`src/sv/qte_isqrt.sv`:
```
// Iterative exact integer square root, one result bit per cycle.
`default_nettype none
module qte_isqrt (
  input  wire logic        clk,
  input  wire logic        rst,
  input  wire logic        start,
  input  wire logic [60:0] v_in,
  output logic             done,
  output logic [30:0]      root
);

  logic [60:0] rem;
  logic [61:0] res, bt, trial;
  logic [4:0]  cnt;
  logic        run;

  assign trial = res + bt;
  assign root  = res[30:0];

  // control
  always_ff @(posedge clk) begin
    if (rst) begin
      run  <= 1'b0;
      done <= 1'b0;
    end else if (start) begin
      run  <= 1'b1;
      done <= 1'b0;
    end else if (run && cnt == 5'd30) begin
      run  <= 1'b0;
      done <= 1'b1;
    end else begin
      done <= 1'b0;
    end
  end

  // restoring root step
  always_ff @(posedge clk) begin
    if (start) begin
      rem <= v_in;
      res <= '0;
      bt  <= 62'(1) << 60;
      cnt <= '0;
    end else if (run) begin
      cnt <= cnt + 1'b1;
      bt  <= bt >> 2;
      if ({1'b0, rem} >= trial) begin
        rem <= rem - trial[60:0];
        res <= (res >> 1) + bt;
      end else begin
        res <= res >> 1;
      end
    end
  end

endmodule
`default_nettype wire

```
`config.mk`:
```
export PLATFORM = sky130hd
export DESIGN_NAME = qte_isqrt
export DESIGN_NICKNAME = d
export VERILOG_FILES = /design/src/sv/qte_isqrt.sv
export SDC_FILE = /design/constraint.sdc
export NUM_CORES = 1
export LEC_CHECK = 0
export ABC_CLOCK_PERIOD_IN_PS = 22900
export BUFFER_PORTS_ARGS = -buffer_cell sky130_fd_sc_hd__buf_4
export CELL_PAD_IN_SITES_DETAIL_PLACEMENT = 0
export CELL_PAD_IN_SITES_GLOBAL_PLACEMENT = 1
export CORE_ASPECT_RATIO = 0.75
export CORE_UTILIZATION = 50
export CTS_BUF_LIST = sky130_fd_sc_hd__clkbuf_8
export DETAILED_ROUTE_END_ITERATION = 6
export GPL_ROUTABILITY_DRIVEN = 1
export GPL_TIMING_DRIVEN = 1
export PLACE_DENSITY = 0.95
export SLEW_MARGIN = 20
export SYNTH_ARGS = -nofsm -noshare
export SYNTH_HDL_FRONTEND = slang
export SYNTH_SLANG_ARGS = --single-unit
```
`constraint.sdc`:
```
create_clock -name clk -period 22.9 [get_ports clk]
set_input_delay 4.58 -clock clk [delete_from_list [all_inputs] [get_ports clk]]
set_output_delay 4.58 -clock clk [all_outputs]
set_load 0.01 [all_outputs]
```
==> results of run 1 <==
[cells by family after synthesis]
| kind of cell | Yosys count | synth area share (%) |
|---|---|---|
| compound gates | 609 | 26.8 |
| xor+xnor | 155 | 9.13 |
| fa+ha+maj | 128 | 10.8 |
| buf+inv | 180 | 5.84 |
| flops | 161 | 25.8 |
| mux | 44 | 2.98 |
| simple gates | 603 | 18.6 |
[cell type report]
class	count	area, um2
repair buffers	101	762
fillers	2810	13300
clock buffers	18	248
inverters	48	180
multi-input cells	1539	10200
flip-flops and latches	161	3840
well taps	392	490
diodes	1	2.50
clock inverters	14	143
[Yosys cell counts (all sizes together), types with 7 or more instances]
cell    instances  share of area (%)
nand2         205                5.2
nor2          199                5.0
o21ai         155                5.2
a21oi         137                4.7
ha            127                 11
dfxtp         100                 13
xnor2          83                4.9
xor2           72                4.2
clkbuf         68                1.7
buf            64                2.9
edfxtp         61                 12
a31oi          59                2.7
inv            48                1.2
nand4          47                2.1
a211oi         45                2.4
mux2i          42                2.8
o21bai         39                2.0
a21o           34                1.7
nand3          34                1.1
nor3           22               0.77
o211ai         21                1.1
o21a           19               0.96
nor2b          16               0.67
a311oi         14               0.87
a31o           14               0.82
nand2b         14               0.59
and2           11               0.46
and3           11               0.46
o31ai          10               0.54
or4            10               0.50
and4            9               0.53
or3             9               0.38
a21boi          7               0.35
nor4            7               0.38
[power breakdown]
part | internal [mW] | switching (mW)
registers | 0.370 | 0.0504
logic | 0.304 | 0.486
clock network | 0.0927 | 0.130
[state kept, by name (all words and copies together), names as in the netlist]
| name | cells |
|---|---|
| cnt | 5 |
| rem | 61 |
| bt | 31 |
| res | 62 |
| run | 1 |
| done | 1 |
[how the worst max path moves through the flow]
stage / to / slack, ps
final: rem[3]$_DFFE_PP_ / 15680
after global routing: rem[7]$_DFFE_PP_ / 15140
after CTS: rem[10]$_DFFE_PP_ / 15740
after floorplan: rem[0]$_DFFE_PP_ / 13530
after detailed placement: rem[1]$_DFFE_PP_ / 15740
after global placement: rem[3]$_DFFE_PP_ / 15990
[stage by stage]
step	utilization (%)	cell area, um2	setup WS (ps)	hold slack (ps)
global placement	52.9	15400	15990	492
floorplan	-	14900	13530	465
finish	54.3	15800	15680	507
global route	54.3	15800	15140	529
CTS	54.3	15800	15740	511
detailed placement	52.9	15400	15740	490
[metal layers]
metal  GRT usage (%)  vias up  share of wire, %
met3            5.21       45               7.7
met2            43.0      474                43
met4            6.87        0               1.3
met1            39.1     6567                48
li1                -     6873                 -
met5               0        -                 0
[tightest hold or removal path: cells and delay by family, from the launching register on]
| family | cells | cell delay, ps |
|---|---|---|
| simple gates | 2 | 140 |
| flops | 1 | 340 |
[cells in the final DEF, fill, tap and decap left out, types with 4 or more instances in the layout]
cell type | netlist | final
o31ai_1 | 9 | 9
a21oi_1 | 135 | 135
clkbuf_8 | 0 | 18
a311oi_1 | 13 | 13
xnor2_1 | 83 | 83
buf_4 | 34 | 100
inv_1 | 47 | 47
or3_1 | 9 | 9
a211oi_1 | 43 | 43
dfxtp_1 | 100 | 99
a22o_1 | 5 | 5
or4_1 | 10 | 10
o22ai_1 | 5 | 5
nor2_1 | 199 | 199
inv_6 | 0 | 6
and3_1 | 11 | 11
nor3_1 | 21 | 21
nand2b_1 | 14 | 14
nor2b_1 | 16 | 16
and4_1 | 9 | 9
a31o_2 | 14 | 14
a21boi_0 | 7 | 7
edfxtp_1 | 61 | 61
o21bai_1 | 39 | 39
nand3_1 | 34 | 34
a31oi_1 | 56 | 56
mux2i_1 | 42 | 42
o21ai_1 | 14 | 14
xor2_1 | 72 | 72
nand4_1 | 45 | 45
o21ai_0 | 140 | 139
ha_1 | 127 | 127
o31a_1 | 4 | 4
and2_1 | 11 | 11
nor4_1 | 5 | 5
nand2_1 | 205 | 205
o211ai_1 | 20 | 20
a21o_1 | 33 | 33
o21a_1 | 19 | 19
==> results.cfg, run 1 <==
[global_routing]
globalRouteTotalUtil_pct = 27.6
grt_pass1_wl_um = 67300
antenna_found_initial = 1
grt_max_degree = 82
grt_pass1_vias = 12900
grt-ovfl-total = 0

[cells_and_area]
final_net_count = 2060
syn_to_final_growth_pct = 6.54
drive_gt1_share_pct = 9.46
stdcell_count = 2274

[clock_network]
cts_tree = built
insertion_delay_ps = 510
cts_buffers = 17
post_cts_buffers = 0
cts_resized = 0
cts_root_buf = clkbuf_8
cts_buffer_depth = 2
clkTransAtPathRegs_ps = 100
h-tree-depth = 4
holdBufCountCts = 0
cts_num_sinks = 161

[setup_path]
cp-start-kind = flop
cp-startpoint = res[4]$_SDFFE_PP0P_
cpLargestDelayFamily = compound AO/OA/AOI/OAI gates
reg2reg_depth = 19
worstPathCellList = ha_1 > a21oi_1 > o41ai_1 > o311ai_0 > o21ai_1 > nand2_1 > o21ai_0 > and3_1 > o21ai_0 > xor2_1 > ha_1 > nand4_1 > nor3_1 > o211ai_1 > a211oi_1 > o21ai_1 > a21o_2 > o21ai_4 > buf_4
critPathRequiredTime_ps = 23050
r2r_slack_ps = 15680
cp-end-kind = flop
worstReg2RegEnd = rem[3]$_DFFE_PP_
cp_num_buf_inv = 1
critical-path-max-stage-delay_ps = 760
cp.depth = 19
crit_type = reg -> reg
r2r_start = res[4]$_SDFFE_PP0P_
worst_path_max_delay_cell = o41ai_1
crit_fanout = 35
cp.arrival_ps = 7370

[timing]
setup_viol = 0
fin_crit_ps = 7220
final_hold_viol_count = 0
slew_viol_final = 0
period_share_pct = 31.5
tightest_slew_ps = 1160
skew_ps = 21.0
fmax_mhz = 139
fin_setup_tns_ps = 0
maxSlewHeadroom_pct = 22.6
rsz0062_at_grt = false

[synthesis]
synth.avg_cell_area_um2 = 7.91
yosysSeqAreaShare_pct = 25.8
ys_async_sr_fraction_pct = 0
syn_area_um2 = 14900
yosys_warnings = 0
synth.distinct_cells = 90
ys_ff_latch = 161
synth_cells = 1880
synth_flop_cell = dfxtp_1
synth_edf_count = 61
syn_nets = 2072

[hold_path]
worstHoldEndpoint = done$_SDFF_PP0_
hold_depth = 2
hp-class = reg -> reg
hold_start = cnt[4]$_SDFFE_PP0P_

[power_and_ir_drop]
power_density_nw_per_um2 = 90.4
max-vdd-ir-drop_mv = 0.0580
fin_total_pwr_mw = 1.43
p_leak_nw = 6.08

[die]
dieArea_um2 = 30400
start_util_pct = 50.9
fp-row-count = 54
die_y_um = 151
num_io_pins = 96
fp.coreArea_um2 = 29200
fp.dieW_um = 201

[detailed_routing]
wirelength_um = 42200
dr.pass1.iters = 6
vias = 14000
wl_per_cell_um = 18.6
dr.first_iter.drc_count = 1134
via_per_inst = 6.14
drcViolationCount = 0
final_antenna_net_count = 0

[placed_design]
io_buffer_count = 95
dp_hpwl_um = 32300
place_congestion = 0.941
placed_cells = 2241

[status]
outcome = completed

[run]
maxCapViolCount = 0
No activity file was read; power rests on OpenSTA's default activity.
==> inputs of run 2 (changes only) <==
--- a/config.mk
+++ b/config.mk
@@ -5,17 +5,17 @@
 export SDC_FILE = /design/constraint.sdc
 export NUM_CORES = 1
 export LEC_CHECK = 0
-export ABC_CLOCK_PERIOD_IN_PS = 22900
+export ABC_CLOCK_PERIOD_IN_PS = 6000
 export BUFFER_PORTS_ARGS = -buffer_cell sky130_fd_sc_hd__buf_4
 export CELL_PAD_IN_SITES_DETAIL_PLACEMENT = 0
 export CELL_PAD_IN_SITES_GLOBAL_PLACEMENT = 1
 export CORE_ASPECT_RATIO = 0.75
-export CORE_UTILIZATION = 50
+export CORE_UTILIZATION = 43
 export CTS_BUF_LIST = sky130_fd_sc_hd__clkbuf_8
 export DETAILED_ROUTE_END_ITERATION = 6
 export GPL_ROUTABILITY_DRIVEN = 1
 export GPL_TIMING_DRIVEN = 1
-export PLACE_DENSITY = 0.95
+export PLACE_DENSITY = 0.9
 export SLEW_MARGIN = 20
 export SYNTH_ARGS = -nofsm -noshare
 export SYNTH_HDL_FRONTEND = slang
==> constraint.sdc (replaced) <==
create_clock -name clk -period 6 [get_ports clk]
set_input_delay 1.2 -clock clk [delete_from_list [all_inputs] [get_ports clk]]
set_output_delay 1.2 -clock clk [all_outputs]
set_load 0.01 [all_outputs]
==> run 2 against run 1 <==
  * Global-route usage is 2.2 points lower
  * Non-clock buffer count is 88 higher
  * Setup slack worse by 15000 ps
  * Critical endpoint is now res[56]$_SDFFE_PP0P_
  * Highest routed layer unchanged
==> results.cfg, run 2 (same netlist as run 1, synthesis figures left out) <==
[timing]
period_share_pct = 96.9
slew_viol_final = 0
fin_crit_ps = 5810
tightest_slew_ps = 844
fmax_mhz = 172
maxSlewHeadroom_pct = 43.3
setup_viol = 0
fin_setup_tns_ps = 0
setup_slack_ps = 187
rsz0062_at_grt = true
final_hold_viol_count = 0
skew_ps = 15.0

[setup_path]
crit_type = reg -> reg
crit_fanout = 10
cp-start-kind = flop
cp-end-kind = flop
critPathRequiredTime_ps = 6410
cp.arrival_ps = 6220

[global_routing]
grt_pass1_vias = 13400
globalRouteTotalUtil_pct = 25.4
grt_pass1_wl_um = 71500
antenna_found_initial = 1
grt-ovfl-total = 0
grt_max_degree = 86

[run]
maxCapViolCount = 0

[die]
fp-row-count = 58
die_y_um = 163
fp.coreArea_um2 = 33700
start_util_pct = 44.1
num_io_pins = 96
fp.dieW_um = 217
dieArea_um2 = 35300

[clock_network]
insertion_delay_ps = 520
clkTransAtPathRegs_ps = 110
cts_buffer_depth = 2
cts_root_buf = clkbuf_8
cts_buffers = 17
cts_num_sinks = 161
cts_tree = built
h-tree-depth = 4

[power_and_ir_drop]
p_comb_share_pct = 58.6
max-vdd-ir-drop_mv = 0.200
p_sw_mw = 2.67
p_leak_nw = 6.56
power_frac_seq_pct = 26.9
swShare_pct = 46.0
internal_power_mw = 3.14
power_density_nw_per_um2 = 347
clock_power_share_pct = 14.6

[placed_design]
dp_slack_ps = -357
dp_hpwl_um = 34500
place_congestion = 0.913
io_buffer_count = 95

[detailed_routing]
top_layer = met4
via_per_inst = 6.01
vias = 14500
dr.first_iter.drc_count = 1541
dr.pass1.iters = 6
route.met3.wl_um = 3600
met2WireLength_um = 19100
wl_per_cell_um = 18.8
final_antenna_net_count = 0
drcViolationCount = 0
wirelength_um = 45500
wl_met1_um = 22100

[cells_and_area]
syn_to_final_growth_pct = 12.6
ff_latch_area_um2 = 3840
final_net_count = 2150
drive_gt1_share_pct = 14.7
fill_cells = 3335
fin_util_pct = 49.6
multiInputGateArea_um2 = 10300
layout_commonest_cell = nand2_1
final_cell_mix = nand2_1, nor2_1, buf_4
regMostFlops = res
antenna_cells = 0
top_regs = res x62, rem x61, bt x31
largest_register_ffs = 62

[hold_path]
hp-class = reg -> reg

[status]
outcome = completed
## run 2: routing by layer
| metal | GRT usage, % | up-vias |
|---|---|---|
| met1 | 37.9 | 6876 |
| met5 | 0 | - |
| met4 | 5.44 | 0 |
| met3 | 4.36 | 55 |
| li1 | - | 7054 |
| met2 | 38.0 | 557 |
## run 2: worst paths after layout
kind,from,endpoint,slack [ps],cells after the start
max,bt[2]$_SDFFE_PP0P_,res[56]$_SDFFE_PP0P_,190,25
min,cnt[4]$_SDFFE_PP0P_,done$_SDFF_PP0_,520,2
max reg2reg,bt[2]$_SDFFE_PP0P_,res[56]$_SDFFE_PP0P_,190,25
min reg2reg,cnt[4]$_SDFFE_PP0P_,done$_SDFF_PP0_,520,2
## run 2: what timing repair did
item	CTS	global route
cloned	1	1
hold endpoints to repair	0	0
buffers inserted	0	3
pin swaps	1	8
hold buffers	0	0
endpoints found under the setup margin	124	134
gates resized for setup	4	29
## run 2: metrics by stage
stage	hold slack, ps	area [um2]	cells	power, mW
2_1_floorplan	465	14900	1880	3.90
3_3_place_gp	485	16200	2384	4.77
3_5_place_dp	499	16200	2384	4.82
4_1_cts	515	16600	2417	5.71
5_1_grt	565	16700	2421	6.20
6_report	516	16700	2421	5.81
## run 2: layout make-up
| class | count | share of cell area (%) |
|---|---|---|
| inverter | 48 | 1.08 |
| tap | 450 | 3.36 |
| multi-input combinational | 1541 | 61.7 |
| clock buffer | 17 | 1.40 |
| timing repair buffer | 189 | 8.64 |
| sequential | 161 | 22.9 |
| clock inverter | 15 | 0.874 |
## run 2: power by group through the flow
| stage | Combinational [mW] | Sequential (mW) | Clock [mW] |
|---|---|---|---|
| 6_report | 3.40 | 1.56 | 0.846 |
| 2_1_floorplan | 2.38 | 1.52 | 0 |
| 4_1_cts | 3.29 | 1.56 | 0.862 |
| 3_3_place_gp | 3.19 | 1.58 | 0 |
| 3_5_place_dp | 3.24 | 1.58 | 0 |
| 5_1_grt | 3.73 | 1.58 | 0.893 |
## run 2: worst max-delay path: stages, from the launching register on
cell and delay [ps]:
dfxtp_2 350, ha_1 310, a311oi_2 310, o31ai_4 130
buf_4 160, a21oi_4 210, o21ai_2 120, a21oi_1 150
buf_4 170, o21ai_1 100, a21boi_2 220, o21bai_1 100
a31oi_1 210, xor2_1 240, ha_1 290, a21o_1 210
a211oi_1 220, nor3_1 80, o41a_1 420, or3_1 430
o21ai_4 280, a21o_4 250, buf_4 190, inv_2 50
buf_4 160, a2111oi_1 340
==> inputs of run 3 (changes only) <==
--- a/config.mk
+++ b/config.mk
@@ -16,6 +16,7 @@
 export GPL_ROUTABILITY_DRIVEN = 1
 export GPL_TIMING_DRIVEN = 1
 export PLACE_DENSITY = 0.9
+export REMOVE_ABC_BUFFERS = 1
 export SLEW_MARGIN = 20
 export SYNTH_ARGS = -nofsm -noshare
 export SYNTH_HDL_FRONTEND = slang
==> run 3 against run 2 <==
  * Global-route usage up 0.24 points
  * Cell count down 0.29%
  * Via count is 0.94% lower
  * Clock power is 1% lower
  * Flip-flop and latch count unchanged
  * Sequential power is essentially flat
  * Count of clock-buffer cells in the layout unchanged
  * Fmax up 1.2%
  * Critical path type unchanged
  * Critical endpoint is now res[27]$_SDFFE_PP0P_
  * Largest cell class unchanged
  * Largest power group unchanged
==> results.cfg, run 3 (same netlist as run 1, synthesis figures left out) <==
[status]
outcome = completed

[placed_design]
dp_slack_ps = 29.5
place_congestion = 0.934
dp_hpwl_um = 35000
io_buffer_count = 95

[timing]
setup_slack_ps = 253
final_hold_viol_count = 0
maxSlewHeadroom_pct = 37.9
skew_ps = 28.8
fin_crit_ps = 5750
setup_viol = 0
slew_viol_final = 0
whs_ps = 521
period_share_pct = 95.8
tightest_slew_ps = 931
fmax_mhz = 174

[setup_path]
worst_path_max_delay_cell = dfxtp_1
critPathRequiredTime_ps = 6420
r2r_slack_ps = 250
cp-end-kind = flop
worstReg2RegEnd = res[27]$_SDFFE_PP0P_
cp.arrival_ps = 6170
crit_fanout = 30
crit_type = reg -> reg
r2r_start = bt[2]$_SDFFE_PP0P_
reg2reg_depth = 25
cp-start-kind = flop
critical-path-max-stage-delay_ps = 400

[detailed_routing]
drcViolationCount = 0
via_per_inst = 5.97
wl_per_cell_um = 18.8
wirelength_um = 45400
vias = 14400
dr.first_iter.drc_count = 1296
dr.pass1.iters = 7
final_antenna_net_count = 0

[die]
dieArea_um2 = 35300
fp.coreArea_um2 = 33700
num_io_pins = 96
fp-row-count = 58
die_y_um = 163
fp.dieW_um = 217
start_util_pct = 44.1

[power_and_ir_drop]
internal_power_mw = 3.17
max-vdd-ir-drop_mv = 0.171
swShare_pct = 45.2
p_leak_nw = 6.51
p_sw_mw = 2.62
power_frac_seq_pct = 27.1
power_density_nw_per_um2 = 347
clock_power_share_pct = 14.5
p_comb_share_pct = 58.4

[run]
maxCapViolCount = 0

[clock_network]
cts_root_buf = clkbuf_8
cts_num_sinks = 161
cts_buffers = 17
cts_tree = built
h-tree-depth = 4
clkTransAtPathRegs_ps = 90
holdBufCountCts = 0
insertion_delay_ps = 540
cts_buffer_depth = 2

[cells_and_area]
layout_commonest_cell = nand2_1
final_cell_mix = nand2_1, nor2_1, buf_4
fill_cells = 3260
regMostFlops = res
syn_to_final_growth_pct = 12.1
largest_register_ffs = 62
top_regs = res x62, rem x61, bt x31
final_net_count = 2142
drive_gt1_share_pct = 14.0

[global_routing]
globalRouteTotalUtil_pct = 25.7
grt-ovfl-total = 0
grt_max_degree = 112
antenna_found_initial = 1
grt_pass1_vias = 13200
grt_pass1_wl_um = 72100

[hold_path]
hp-class = reg -> reg
worstHoldEndpoint = done$_SDFF_PP0_
hold_start = cnt[4]$_SDFFE_PP0P_
hold_depth = 2
[run 3: cell types whose count changed in the layout (fill, tap and decap cells not counted), moves of 3 or more]
cell / previous run / this run
clkinv_1: 0 / 3
buf_4: 186 / 178
inv_6: 6 / 3
a21oi_1: 130 / 133
[run 3: power groups by stage]
stage / registers, mW / logic (mW) / clock network (mW)
floorplan: 1.58 / 2.18 / 0
global placement: 1.59 / 3.20 / 0
detailed placement: 1.58 / 3.27 / 0
CTS: 1.57 / 3.29 / 0.852
global route: 1.59 / 3.71 / 0.891
finish: 1.57 / 3.38 / 0.836
[run 3: repair_timing]
action | CTS | global route
pin swaps | 0 | 5
resized for setup | 1 | 23
endpoints found under the setup margin | 1 | 132
setup buffers | 0 | 1
hold endpoints to repair | 0 | 0
[run 3: metal layers]
| metal | GRT usage (%) | wire (um) | vias up |
|---|---|---|---|
| li1 | - | - | 7046 |
| met1 | 38.4 | 22800 | 6818 |
| met2 | 36.4 | 18400 | 501 |
| met3 | 5.64 | 3490 | 41 |
| met4 | 7.27 | 784 | 0 |
| met5 | 0 | 0 | - |
[run 3: worst max path at each step]
stage,startpoint,endpoint,slack (ps)
after global placement,bt[2]$_SDFFE_PP0P_,res[17]$_SDFFE_PP0P_,210
after floorplan,res[4]$_SDFFE_PP0P_,rem[0]$_DFFE_PP_,-3550
final,bt[2]$_SDFFE_PP0P_,res[27]$_SDFFE_PP0P_,250
after global routing,bt[2]$_SDFFE_PP0P_,res[57]$_SDFFE_PP0P_,-40
after detailed placement,bt[2]$_SDFFE_PP0P_,res[27]$_SDFFE_PP0P_,30
after CTS,bt[2]$_SDFFE_PP0P_,res[27]$_SDFFE_PP0P_,40
[run 3: final cells by class]
class	count	area (um2)	share of cell area [%]
tap	450	563	3.38
timing repair buffer	183	1430	8.56
sequential	161	3840	23.0
multi-input combinational	1539	10300	61.7
antenna	1	2.50	0.0150
clock inverter	15	140	0.841
inverter	48	180	1.08
clock buffer	17	234	1.40
[run 3: critical path, delay by kind of cell, from the launching register on]
family / cells / cell delay (ps)
XOR/XNOR: 2 / 350
AO/OA/AOI/OAI: 17 / 3380
buffers and inverters: 3 / 520
adder cells (fa/ha/maj): 2 / 610
AND/OR/NAND/NOR: 1 / 370
flip-flops: 1 / 400
[run 3: per-stage QoR]
| stage | util [%] | power [mW] | std cells | instance area (um2) | TNS [ps] |
|---|---|---|---|---|---|
| CTS | 49.1 | 5.71 | 2412 | 16600 | 0 |
| detailed placement | 47.9 | 4.85 | 2380 | 16200 | 0 |
| floorplan | - | 3.76 | 1748 | 14200 | -216540 |
| finish | 49.4 | 5.79 | 2414 | 16700 | 0 |
| global placement | 47.9 | 4.79 | 2380 | 16200 | 0 |
| global route | 49.4 | 6.19 | 2414 | 16700 | -188 |
